`src/sv/spectrum_bar_falloff_peak_hold_top_macros.svh`:
```
// Assertion macros for the spectrum bar falloff block.
// Uses the clk_i and rst_ni names of the module that includes it.
`ifndef SPECTRUM_BAR_FALLOFF_PEAK_HOLD_TOP_MACROS_SVH
`define SPECTRUM_BAR_FALLOFF_PEAK_HOLD_TOP_MACROS_SVH
`ifndef SYNTH
`define SBFPH_ASSERT(lbl, prop, msg) \
  lbl: assert property (@(posedge clk_i) disable iff (!rst_ni) prop) else $error(msg);
`define SBFPH_ASSERT_NEXT(lbl, pre, post, msg) \
  lbl: assert property (@(posedge clk_i) disable iff (!rst_ni) pre |=> post) else $error(msg);
`else
`define SBFPH_ASSERT(lbl, prop, msg)
`define SBFPH_ASSERT_NEXT(lbl, pre, post, msg)
`endif
`endif

```
`src/sv/sbfph_pkg.sv`:
```
// Shared constants and types for the spectrum bar falloff block.
// No dependencies.
package sbfph_pkg;

  localparam int CHANNELS = 2;
  localparam int BINS     = 64;
  localparam int DB_RANGE = 256;
  localparam int ENTRIES  = CHANNELS * BINS;
  localparam int IDX_W    = $clog2(ENTRIES);
  localparam int CH_W     = 1;
  localparam int BIN_W    = 6;
  localparam int DATA_W   = 8;
  localparam int PROD_W   = 2 * DATA_W;

  localparam logic [DATA_W-1:0] HEIGHT_RESET = DATA_W'(64);
  localparam logic [DATA_W-1:0] DATA_MAX     = '1;

  typedef struct packed {
    logic [DATA_W-1:0] show;
    logic [DATA_W-1:0] fall;
    logic [DATA_W-1:0] peak;
  } entry_t;

endpackage

```
`src/sv/sbfph_in_if.sv`:
```
// Input channel of the spectrum bar falloff block: one bin sample per transfer.
// Depends on sbfph_pkg.
interface sbfph_in_if;
  logic                            valid;
  logic                            ready;
  logic [sbfph_pkg::CH_W-1:0]      channel;
  logic [sbfph_pkg::BIN_W-1:0]     bin;
  logic [sbfph_pkg::DATA_W-1:0]    raw_level;

  modport source (output valid, channel, bin, raw_level, input ready);
  modport sink   (input valid, channel, bin, raw_level, output ready);
endinterface

```
`src/sv/sbfph_out_if.sv`:
```
// Result channel of the spectrum bar falloff block: one updated bar per transfer.
// Depends on sbfph_pkg.
interface sbfph_out_if;
  logic                            valid;
  logic                            ready;
  logic [sbfph_pkg::CH_W-1:0]      out_channel;
  logic [sbfph_pkg::BIN_W-1:0]     out_bin;
  logic [sbfph_pkg::DATA_W-1:0]    level;
  logic [sbfph_pkg::DATA_W-1:0]    previous_level;
  logic [sbfph_pkg::DATA_W-1:0]    peak;
  logic [sbfph_pkg::DATA_W-1:0]    previous_peak;

  modport source (output valid, out_channel, out_bin, level, previous_level, peak,
                  previous_peak, input ready);
  modport sink   (input valid, out_channel, out_bin, level, previous_level, peak,
                  previous_peak, output ready);
endinterface

```
`src/sv/sbfph_update.sv`:
```
// Bar decay, rise and peak hold update of one stored entry.
// Depends on sbfph_pkg.
module sbfph_update (
  input  sbfph_pkg::entry_t            entry_i,
  input  logic [sbfph_pkg::DATA_W-1:0] scaled_i,
  output sbfph_pkg::entry_t            entry_o
);

  logic [sbfph_pkg::DATA_W-1:0] show_fall;
  logic [sbfph_pkg::DATA_W-1:0] fall_fall;
  logic [sbfph_pkg::DATA_W-1:0] show_new;
  logic [sbfph_pkg::DATA_W-1:0] fall_new;
  logic [sbfph_pkg::DATA_W-1:0] peak_new;
  logic [sbfph_pkg::DATA_W:0]   show_plus;

  always_comb begin
    show_fall = entry_i.show;
    fall_fall = entry_i.fall;
    if (scaled_i < entry_i.show) begin
      if (entry_i.show >= entry_i.fall) begin
        show_fall = entry_i.show - entry_i.fall;
        fall_fall = (entry_i.fall == sbfph_pkg::DATA_MAX) ? sbfph_pkg::DATA_MAX
                                                          : entry_i.fall + 1'b1;
      end else begin
        show_fall = '0;
      end
    end
  end

  always_comb begin
    show_new = show_fall;
    fall_new = fall_fall;
    if (scaled_i > show_fall) begin
      show_new = scaled_i;
      fall_new = sbfph_pkg::DATA_W'(1);
    end
  end

  assign show_plus = {1'b0, show_new} + 1'b1;

  always_comb begin
    peak_new = entry_i.peak;
    if (entry_i.peak <= scaled_i) begin
      peak_new = (scaled_i == sbfph_pkg::DATA_MAX) ? sbfph_pkg::DATA_MAX
                                                   : scaled_i + 1'b1;
    end else if ((entry_i.peak != '0) && ({1'b0, entry_i.peak} > show_plus)) begin
      peak_new = entry_i.peak - 1'b1;
    end
  end

  always_comb begin
    entry_o.show = show_new;
    entry_o.fall = fall_new;
    entry_o.peak = peak_new;
  end

endmodule

```
`src/sv/spectrum_bar_falloff_peak_hold_top.sv`:
```
// Spectrum bar falloff with peak hold.
// Samples arrive on in_i, one bin per transfer, tagged with channel and bin. Each is
// scaled by the display_height register (cfg_we_i / cfg_wdata_i, reset 64) over the
// dB range and folded into that bin's stored level, fall rate and peak.
// Every accepted sample gives exactly one result on out_o: the echoed channel and
// bin, the new and previous level and the new and previous peak. Out-of-range
// addresses give zero fields and leave the store untouched.
// Throughput is one sample per cycle while the receiver is ready; results are
// registered from the sample stage. The limit is the single read-modify-write
// of the entry store, whose read is registered and whose last write is forwarded.
// Reset clears the register to 64 and marks all entries invalid, so they read as
// zero; no clearing pass is needed and samples are taken right after reset.
// When the receiver stalls, the result register holds and the sample stage fills;
// in_i.ready then drops until out_o.ready returns.
// Depends on sbfph_pkg, sbfph_in_if, sbfph_out_if, sbfph_update and the macro header.
`include "spectrum_bar_falloff_peak_hold_top_macros.svh"

module spectrum_bar_falloff_peak_hold_top (
  input  logic                         clk_i,
  input  logic                         rst_ni,
  input  logic                         cfg_we_i,
  input  logic [sbfph_pkg::DATA_W-1:0] cfg_wdata_i,
  sbfph_in_if.sink                     in_i,
  sbfph_out_if.source                  out_o
);

  logic [sbfph_pkg::DATA_W-1:0] height_q;

  logic                          in_fire;
  logic                          in_range;
  logic [sbfph_pkg::IDX_W-1:0]   in_idx;
  logic [sbfph_pkg::PROD_W-1:0]  prod;
  logic [sbfph_pkg::PROD_W-1:0]  quot;
  logic [sbfph_pkg::DATA_W-1:0]  scaled;

  logic                          s1_valid_q;
  logic                          s1_range_q;
  logic [sbfph_pkg::CH_W-1:0]    s1_ch_q;
  logic [sbfph_pkg::BIN_W-1:0]   s1_bin_q;
  logic [sbfph_pkg::IDX_W-1:0]   s1_idx_q;
  logic [sbfph_pkg::DATA_W-1:0]  s1_scaled_q;
  logic                          s1_adv;

  sbfph_pkg::entry_t             mem_q [sbfph_pkg::ENTRIES];
  logic [sbfph_pkg::ENTRIES-1:0] valid_q;
  sbfph_pkg::entry_t             rd_q;
  logic                          rd_vld_q;
  logic                          hit_q;
  sbfph_pkg::entry_t             fwd_q;
  sbfph_pkg::entry_t             cur_entry;
  sbfph_pkg::entry_t             new_entry;
  logic                          wr_en;

  logic                          out_valid_q;

  always_ff @(posedge clk_i or negedge rst_ni) begin
    if (!rst_ni) begin
      height_q <= sbfph_pkg::HEIGHT_RESET;
    end else if (cfg_we_i) begin
      height_q <= cfg_wdata_i;
    end
  end

  assign s1_adv     = !out_valid_q || out_o.ready;
  assign in_i.ready = !s1_valid_q || s1_adv;
  assign in_fire    = in_i.valid && in_i.ready;

  assign in_range = (int'(in_i.channel) < sbfph_pkg::CHANNELS) &&
                    (int'(in_i.bin) < sbfph_pkg::BINS);
  assign in_idx   = sbfph_pkg::IDX_W'(int'(in_i.channel) * sbfph_pkg::BINS + int'(in_i.bin));
  assign prod     = sbfph_pkg::PROD_W'(height_q) * sbfph_pkg::PROD_W'(in_i.raw_level);
  assign quot     = sbfph_pkg::PROD_W'(prod / sbfph_pkg::DB_RANGE);
  assign scaled   = (quot > sbfph_pkg::PROD_W'(sbfph_pkg::DATA_MAX)) ? sbfph_pkg::DATA_MAX
                                                                     : quot[sbfph_pkg::DATA_W-1:0];

  assign wr_en = s1_valid_q && s1_range_q && s1_adv;

  always_ff @(posedge clk_i or negedge rst_ni) begin
    if (!rst_ni) begin
      s1_valid_q <= 1'b0;
    end else if (in_i.ready) begin
      s1_valid_q <= in_i.valid;
    end
  end

  always_ff @(posedge clk_i) begin
    if (in_fire) begin
      s1_range_q  <= in_range;
      s1_ch_q     <= in_i.channel;
      s1_bin_q    <= in_i.bin;
      s1_idx_q    <= in_idx;
      s1_scaled_q <= scaled;
      rd_q        <= mem_q[in_idx];
      rd_vld_q    <= valid_q[in_idx];
      hit_q       <= wr_en && (s1_idx_q == in_idx);
      fwd_q       <= new_entry;
    end
    if (wr_en) begin
      mem_q[s1_idx_q] <= new_entry;
    end
  end

  always_ff @(posedge clk_i or negedge rst_ni) begin
    if (!rst_ni) begin
      valid_q <= '0;
    end else if (wr_en) begin
      valid_q[s1_idx_q] <= 1'b1;
    end
  end

  always_comb begin
    if (hit_q) begin
      cur_entry = fwd_q;
    end else if (rd_vld_q) begin
      cur_entry = rd_q;
    end else begin
      cur_entry = '0;
    end
  end

  sbfph_update u_update (
    .entry_i  (cur_entry),
    .scaled_i (s1_scaled_q),
    .entry_o  (new_entry)
  );

  always_ff @(posedge clk_i or negedge rst_ni) begin
    if (!rst_ni) begin
      out_valid_q <= 1'b0;
    end else if (s1_adv) begin
      out_valid_q <= s1_valid_q;
    end
  end

  always_ff @(posedge clk_i) begin
    if (s1_adv && s1_valid_q) begin
      out_o.out_channel <= s1_ch_q;
      out_o.out_bin     <= s1_bin_q;
      if (s1_range_q) begin
        out_o.level          <= new_entry.show;
        out_o.previous_level <= cur_entry.show;
        out_o.peak           <= new_entry.peak;
        out_o.previous_peak  <= cur_entry.peak;
      end else begin
        out_o.level          <= '0;
        out_o.previous_level <= '0;
        out_o.peak           <= '0;
        out_o.previous_peak  <= '0;
      end
    end
  end

  assign out_o.valid = out_valid_q;

  `SBFPH_ASSERT(a_level_covers_sample, (s1_valid_q && s1_range_q) |-> (new_entry.show >= s1_scaled_q), "New level is below the scaled sample.")
  `SBFPH_ASSERT_NEXT(a_write_marks_valid, wr_en, valid_q[$past(s1_idx_q)], "Written entry is not marked valid.")
  `SBFPH_ASSERT(a_result_from_stage, $rose(out_valid_q) |-> $past(s1_valid_q), "Result appeared without a sample in the stage.")

endmodule

```
`src/flat_wrapper.sv`:
```
// flat-port wrapper written by rule: the top's interface ports become plain ports
module spectrum_bar_falloff_peak_hold_top_flat 
  (clk_i, rst_ni, cfg_we_i, cfg_wdata_i, in_i_valid, in_i_channel, in_i_bin, in_i_raw_level, in_i_ready, out_o_valid, out_o_out_channel, out_o_out_bin, out_o_level, out_o_previous_level, out_o_peak, out_o_previous_peak, out_o_ready);
  sbfph_in_if in_i_i ();
  sbfph_out_if out_o_i ();
  input  logic clk_i;
  input  logic rst_ni;
  input  logic cfg_we_i;
  input  logic [sbfph_pkg::DATA_W-1:0] cfg_wdata_i;
  input wire logic [$bits(in_i_i.valid)-1:0] in_i_valid;
  input wire logic [$bits(in_i_i.channel)-1:0] in_i_channel;
  input wire logic [$bits(in_i_i.bin)-1:0] in_i_bin;
  input wire logic [$bits(in_i_i.raw_level)-1:0] in_i_raw_level;
  output wire logic [$bits(in_i_i.ready)-1:0] in_i_ready;
  output wire logic [$bits(out_o_i.valid)-1:0] out_o_valid;
  output wire logic [$bits(out_o_i.out_channel)-1:0] out_o_out_channel;
  output wire logic [$bits(out_o_i.out_bin)-1:0] out_o_out_bin;
  output wire logic [$bits(out_o_i.level)-1:0] out_o_level;
  output wire logic [$bits(out_o_i.previous_level)-1:0] out_o_previous_level;
  output wire logic [$bits(out_o_i.peak)-1:0] out_o_peak;
  output wire logic [$bits(out_o_i.previous_peak)-1:0] out_o_previous_peak;
  input wire logic [$bits(out_o_i.ready)-1:0] out_o_ready;
  assign in_i_i.valid = in_i_valid;
  assign in_i_i.channel = in_i_channel;
  assign in_i_i.bin = in_i_bin;
  assign in_i_i.raw_level = in_i_raw_level;
  assign in_i_ready = in_i_i.ready;
  assign out_o_valid = out_o_i.valid;
  assign out_o_out_channel = out_o_i.out_channel;
  assign out_o_out_bin = out_o_i.out_bin;
  assign out_o_level = out_o_i.level;
  assign out_o_previous_level = out_o_i.previous_level;
  assign out_o_peak = out_o_i.peak;
  assign out_o_previous_peak = out_o_i.previous_peak;
  assign out_o_i.ready = out_o_ready;
  spectrum_bar_falloff_peak_hold_top u_core (.clk_i(clk_i), .rst_ni(rst_ni), .cfg_we_i(cfg_we_i), .cfg_wdata_i(cfg_wdata_i), .in_i(in_i_i), .out_o(out_o_i));
endmodule
```
`config.mk`:
```
export PLATFORM = sky130hd
export DESIGN_NAME = spectrum_bar_falloff_peak_hold_top_flat
export DESIGN_NICKNAME = d
export VERILOG_FILES = /design/src/sv/sbfph_pkg.sv /design/src/sv/sbfph_in_if.sv /design/src/sv/sbfph_out_if.sv /design/src/sv/sbfph_update.sv /design/src/sv/spectrum_bar_falloff_peak_hold_top.sv /design/src/flat_wrapper.sv
export VERILOG_INCLUDE_DIRS = /design/src /design/src/sv
export SDC_FILE = /design/constraint.sdc
export NUM_CORES = 2
export LEC_CHECK = 0
export CAP_MARGIN = 20
export CORE_AREA = 5 5 545 547
export DETAILED_ROUTE_END_ITERATION = 16
export DIE_AREA = 0 0 550 552
export DONT_BUFFER_PORTS = 1
export PLACE_DENSITY = 0.66
export RECOVER_POWER = 25
export SYNTH_ARGS = -nofsm -noshare
export SYNTH_HDL_FRONTEND = slang
export SYNTH_HIERARCHICAL = 1
export SYNTH_SLANG_ARGS = --single-unit
```
`constraint.sdc`:
```
create_clock -name clk_i -period 21.6 [get_ports clk_i]
set_input_delay 1.08 -clock clk_i [delete_from_list [all_inputs] [get_ports clk_i]]
set_output_delay 1.08 -clock clk_i [all_outputs]
set_load 0.05 [all_outputs]
```
# Yosys cells after proc, flatten, opt, wreduce, memory -nomap -nowiden
# Memories as Yosys holds them, arrays and structs flattened. A register that Yosys moved wholly into a read port is not among the register bits.
# Index checks and enable logic that the tools add are counted.
[totals] regBits=225 latchBits=0 ramBits=3072 rom_bits=0 in_bits=28 word_cells=68 mem_count=1
[op_classes] n_addsub=6 multipliers=1 div=0 magnitude_cmp=9 eq_ne=3 shifts=0 mux=18 n_bitwise=1 reduce_logical=10
[memory_table] name="u_core.mem_q" depth=128 word_bits=24 read_ports=1 rd_ports_with_merged_regs=1 wr=1 line="spectrum_bar_falloff_peak_hold_top.sv:44" rtl="sbfph_pkg::entry_t mem_q [sbfph_pkg::ENTRIES];"
[ops] operator="128-bit OR" count=1
[ops] operator="8-bit two-way mux" count=10
[ops] operator="24-bit two-way mux" count=2
[ops] operator="8-bit by 1-bit adder with 8-bit output (second input constant)" count=2
[ops] operator="8-bit == test (second input constant)" count=2
[ops] operator="7-bit by 8-bit less-than comparator with 1-bit output (second input constant)" count=2
[ops] operator="8-bit by 8-bit multiplier with 16-bit output" count=1
[ops] operator="8-bit by 1-bit adder with 9-bit output (second input constant)" count=1
[ops] operator="8-bit by 9-bit > comparator with 1-bit output" count=1
[ops] operator="8-bit >= comparator" count=1
[ops] operator="8-bit > comparator" count=1
[ops] operator="8-bit > comparator (second input constant)" count=1
[ops] operator="8-bit less-or-equal comparator" count=1
[ops] operator="8-bit less-than comparator" count=1
[ops] operator="8-bit nonzero test" count=1
[ops] operator="8-bit by 1-bit subtractor with 8-bit output (second input constant)" count=1
[ops] operator="8-bit subtractor" count=1
[ops] operator="7-bit by 6-bit adder with 7-bit output" count=1
[ops] operator="1-bit binary-select mux with 7-bit select" count=1
[ops] operator="1-bit demux with 7-bit select" count=1
[ops] operator="7-bit == test" count=1
[ops] operator="7-bit by 1-bit >= comparator with 1-bit output (second input constant)" count=1
[ops] operator="1-bit logical AND" count=5
[ops] operator="1-bit two-way mux" count=4
[ops] operator="other kinds (2)" count=4

# Depth between registers and ports, before layout
[logic_depth] ltp_word=12 depth_mapped=37

# Modules after synthesis
# Netlist, hierarchy kept.
[modules_own_cells] mod="spectrum_bar_falloff_peak_hold_top" instances=1 cells_per_inst=6258 area_each_um2=128125.4
[modules_own_cells] mod="sbfph_update" instances=1 cells_per_inst=362 area_each_um2=2519.9

# Worst setup path before layout
# OpenSTA, ideal clock, no wires.
[synth_path] path_kind="register to register" startpoint="register u_core.hit_q" endpoint="register u_core/fwd_q[2] in the netlist's numbering, data pin" arrival_time_ps=17407 required_ps=20350 setup_slack_ps=2943 path_stages_with_launch=32 period_less_slack_ps=18657 path_cell_list="edfxtp_1 clkbuf_1 nor2b_1 clkbuf_1 a22o_1 inv_1 ha_1 or4_4 a21oi_4 o31ai_4 buf_4 clkbuf_1 mux2i_1 ha_1 nand4_1 a211oi_1 nor4_1 a41oi_1 o41ai_2 o21ai_0 ha_1 nand3_1 or3b_2 o21ai_1 xnor2_1 ha_1 nand2_1 or3_1 o21ai_0 a211oi_2 and2_1 o311ai_1"
[synth_lines] item="start, declared" line="spectrum_bar_falloff_peak_hold_top.sv:48" rtl="logic hit_q;"
[synth_lines] item="start signal, assigned" line="spectrum_bar_falloff_peak_hold_top.sv:95" rtl="hit_q <= wr_en && (s1_idx_q == in_idx);"
[synth_lines] item="end signal, assigned" line="spectrum_bar_falloff_peak_hold_top.sv:96" rtl="fwd_q <= new_entry;"
[synth_lines] item="end, declared" line="spectrum_bar_falloff_peak_hold_top.sv:49" rtl="sbfph_pkg::entry_t fwd_q;"

==> metrics <==
Most used DFF post-synth=sky130_fd_sc_hd__edfxtp_1; Total Wirelength=~360 mm; area fraction in and, or, nand and nor cells after synthesis=approximately 3.4%; CP arrival=around 13 ns; slew margin rel.=-575.6%; Net Sw Power=5.382 mW; vias in the first global route=68070; final core utilization=between 50% and 60%; CTS tree=built; synthesized flop and latch total=3314; worst hold-check path type=input port to register; via total after detailed routing=approximately 69000; share of total power in sequential cells=51.0%; number of rows created at floorplan=~200; number of filler cells placed in the layout=roughly 23000; Critical Path End=u_core/mem_q[97][0]; number of enable flip-flop cells after synthesis=between 3000 and 4000; Detail Placement HPWL=188.2 mm; peak ir drop on the vdd network=approximately 180 µV; category of the worst setup path capture point=register; number of nets with antenna violations after routing=0; drc violations=0; worst skew pair latency=~0.9 ns; Worst Min Path Start=in_i_channel; synth warn=6; combinational family with the most area after synthesis=multiplexers; setup TNS=0 ns; maximum fanout encountered on the critical timing path=67; Net Sw Frac=between 20% and 30%; post-synth net total=about 6800; register cell area after layout=0.09883 mm²; Mapped Cells=roughly 6600; maximum root-to-sink buffer count=4; minimum period implied by the final worst setup slack=approximately 13 ns; post-placement worst setup slack=9.657 ns; R2R Path End=u_core/mem_q[97][0]; element type at the critical path start=register; Synth Area in XOR/XNOR=less than 1%; critical path's most frequent cell=sky130_fd_sc_hd__ha_1; DIE WIDTH=around 550 µm; net count reported at finish=~7000; Critical Path Source=u_core/hit_q; Total Die Area=just over 0.3 mm²; sum of internal, switching and leakage power=18.42 mW; mux share of post-synthesis cell area=roughly 14%; commonest non-fill, non-tap cell in the layout=sky130_fd_sc_hd__edfxtp_1; Layout Skew=between 0.05 and 0.06 ns; count of TritonRoute iterations in the first routing pass=7; pin count of the biggest net entering global routing=around 510; post-synthesis adder-cell area fraction=between 1 and 1.5%; final weighted congestion in routability-driven placement=between 0.8 and 0.9; post-cts gate resize count=0; count of buffers inserted at the top-level ports=0; Starting Density=roughly 45%; count of final max-slew check failures=between 2000 and 2500; clock network fraction of total power=approximately 30%; required arrival time at the worst endpoint=~22 ns; async set-reset flop share out of synthesis=between 4 and 5%; gr ovfl total=0; number of hold violations in the final report=0; area of the multi-input gates=0.03044 mm²; Leakage=just under 50 nW; IO Count=roughly 70; clock buffers created by TritonCTS=approximately 340; global-route total usage across every layer=approximately a quarter; Peak Freq=slightly below 80 MHz; internal power consumption=about 13 mW; Netlist Area Pre-Place=between 0.1 and 0.15 mm²; Hold Path Cell Cnt=0; antenna violations before repair=12; placeable core region=around 0.3 mm²; number of DRC markers in iteration 0=between 8000 and 9000; power density cells=around 130 mW/mm²; Via density=just over 6; Avg WL per Cell=32.99 µm; commonest cells after routing, fill and taps aside=3176 x sky130_fd_sc_hd__edfxtp_1, 628 x sky130_fd_sc_hd__mux2i_1, 525 x sky130_fd_sc_hd__mux4_2; worst reg2reg path depth=34; height of the chip=approximately 550 µm; Compound-Gate Fraction of Synth Area=roughly 3.8%; share of cells above drive strength 1=between 20% and 30%; worst-case register-to-register setup slack=~8.7 ns; slew at the pin with the worst max-slew slack=a little over 10 ns; share of the clock period used by the worst path=about 60%; global-route wire length before repair=between 500 and 600 mm; Critical Setup Path Class=register to register; number of setup violations in the final report=0; Avg Cell Area, Syn=19.73 µm²; unrepaired setup endpoints after global routing=false; Worst-path clk slew=0.06 ns; slowest cell on the critical path=sky130_fd_sc_hd__nand2b_2; violations in the final reports=capacitance limit, slew limit; final setup slack of the worst path=between 8 and 9 ns; status=finished, violations left; slowest stage delay, CP=~0.9 ns; worst r2r src=u_core/hit_q; Worst Hold Slack=between 0.2 and 0.3 ns; clock root buffer=sky130_fd_sc_hd__clkbuf_16; Logic pwr share=between 10% and 20%; count of unique library cells instantiated by Yosys=78; layout overhead on the synthesized area=12.25%; CTS HTree Levels=5; part of the Yosys area used for sequential elements=between 70% and 80%; clk sinks=about 3300; max-cap violation count=between 70 and 80
==> area by class of cell <==
cell class	count	share of cell area, %
clock buffer	421	6.100
timing repair buffer	233	1.268
inverter	81	0.2082
sequential	3314	67.39
antenna	5	0.008532
multi-input combinational	2876	20.76
tap	3919	3.344
clock inverter	182	0.9291
==> state kept, by name (all words and copies together), names as in the netlist, 6 cells and up <==
name	cells
u_core/rd_q	24
u_core/out_o.previous_peak	8
u_core/height_q	8
u_core/s1_scaled_q	8
u_core/out_o.peak	8
u_core/out_o.out_bin	6
u_core/mem_q	3072
u_core/valid_q	128
u_core/out_o.level	8
u_core/fwd_q	24
u_core/out_o.previous_level	8
==> synth_stat cells, types with 12 or more instances <==
master | instances | area [µm²]
sky130_fd_sc_hd__ha_1 | 76 | 950.9
sky130_fd_sc_hd__nand2_1 | 219 | 822.0
sky130_fd_sc_hd__buf_2 | 146 | 730.7
sky130_fd_sc_hd__buf_4 | 23 | 172.7
sky130_fd_sc_hd__or2_2 | 131 | 819.5
sky130_fd_sc_hd__nand3_1 | 139 | 695.7
sky130_fd_sc_hd__a22o_1 | 48 | 420.4
sky130_fd_sc_hd__nand4_1 | 63 | 394.1
sky130_fd_sc_hd__o21ai_0 | 12 | 60.06
sky130_fd_sc_hd__a22oi_1 | 301 | 2260
sky130_fd_sc_hd__edfxtp_1 | 3176 | 95370
sky130_fd_sc_hd__mux2i_1 | 628 | 6286
sky130_fd_sc_hd__a31oi_1 | 29 | 181.4
sky130_fd_sc_hd__inv_1 | 80 | 300.3
sky130_fd_sc_hd__o211ai_1 | 31 | 232.7
sky130_fd_sc_hd__buf_1 | 14 | 52.55
sky130_fd_sc_hd__mux2_2 | 36 | 405.4
sky130_fd_sc_hd__dfrtp_1 | 137 | 3428
sky130_fd_sc_hd__nor2_1 | 172 | 645.6
sky130_fd_sc_hd__mux4_2 | 525 | 11820
sky130_fd_sc_hd__nor2b_1 | 18 | 112.6
sky130_fd_sc_hd__a221oi_1 | 75 | 656.9
sky130_fd_sc_hd__and2_1 | 58 | 362.9
sky130_fd_sc_hd__clkbuf_1 | 155 | 581.8
sky130_fd_sc_hd__and4_1 | 27 | 236.5
sky130_fd_sc_hd__a21oi_1 | 98 | 490.5
sky130_fd_sc_hd__nor3_1 | 12 | 60.06
sky130_fd_sc_hd__xnor2_1 | 18 | 157.7
sky130_fd_sc_hd__fa_1 | 36 | 720.7
==> routing by layer <==
layer | up-vias | GRT usage [%] | wire [µm] | share of wire [%]
met1 | 36360 | 32.02 | 137000 | 38
met4 | 4 | 9.965 | 17890 | 4.9
li1 | 27540 | - | - | -
met3 | 807 | 5.636 | 40220 | 11
met5 | - | 0 | 27 | 0.0074
met2 | 3980 | 36.45 | 168800 | 46
==> metrics by stage <==
stage	area, µm²	std cells
3_5_place_dp	136400	10410
6_report	146700	11030
4_1_cts	146800	11010
2_1_floorplan	130600	6620
5_1_grt	146600	11030
3_3_place_gp	136400	10410
==> cell families (layout without fill, tap and decap cells) <==
logic type	after synthesis	after routing
flops	3314	3314
fa+ha+maj	112	112
other cells	0	5
buf+inv	430	917
xor+xnor	25	25
simple gates	881	881
compound gates	668	668
mux	1190	1190
==> power groups by stage <==
stage          logic, mW  registers, mW  clock network, mW
2_1_floorplan       1.82           9.77                  0
3_3_place_gp        3.21           9.52                  0
3_5_place_dp        3.37           9.53                  0
4_1_cts             3.38           9.40               5.60
5_1_grt             3.74           9.40               5.88
6_report            3.50           9.39               5.52
==> worst max-delay path, delay by kind of cell, from the launching register on <==
kind	cells	cell delay, ns
AO/OA/AOI/OAI	11	3.52
XOR/XNOR	1	0.15
adder cells (fa/ha/maj)	4	1.36
buffers and inverters	6	2.81
flip-flops	1	0.35
multiplexers	1	0.81
AND/OR/NAND/NOR	11	3.37
==> how the worst min path moves through the flow <==
stage | endpoint | slack [ns]
after floorplan | u_core/out_o.out_bin[3] | 0.42
after global placement | u_core/valid_q[22] | 0.44
after detailed placement | u_core/valid_q[123] | 0.45
after CTS | u_core/height_q[5] | 0.17
after global routing | u_core/s1_ch_q | 0.26
final | u_core/s1_ch_q | 0.30
==> timing repair <==
| action | 4_1_cts | 5_1_grt |
|---|---|---|
| hold buffers | 2 | 0 |
| buffers inserted | 0 | 0 |
| hold endpoints to repair | 137 | 0 |
Power figures use the tool's default switching activity.
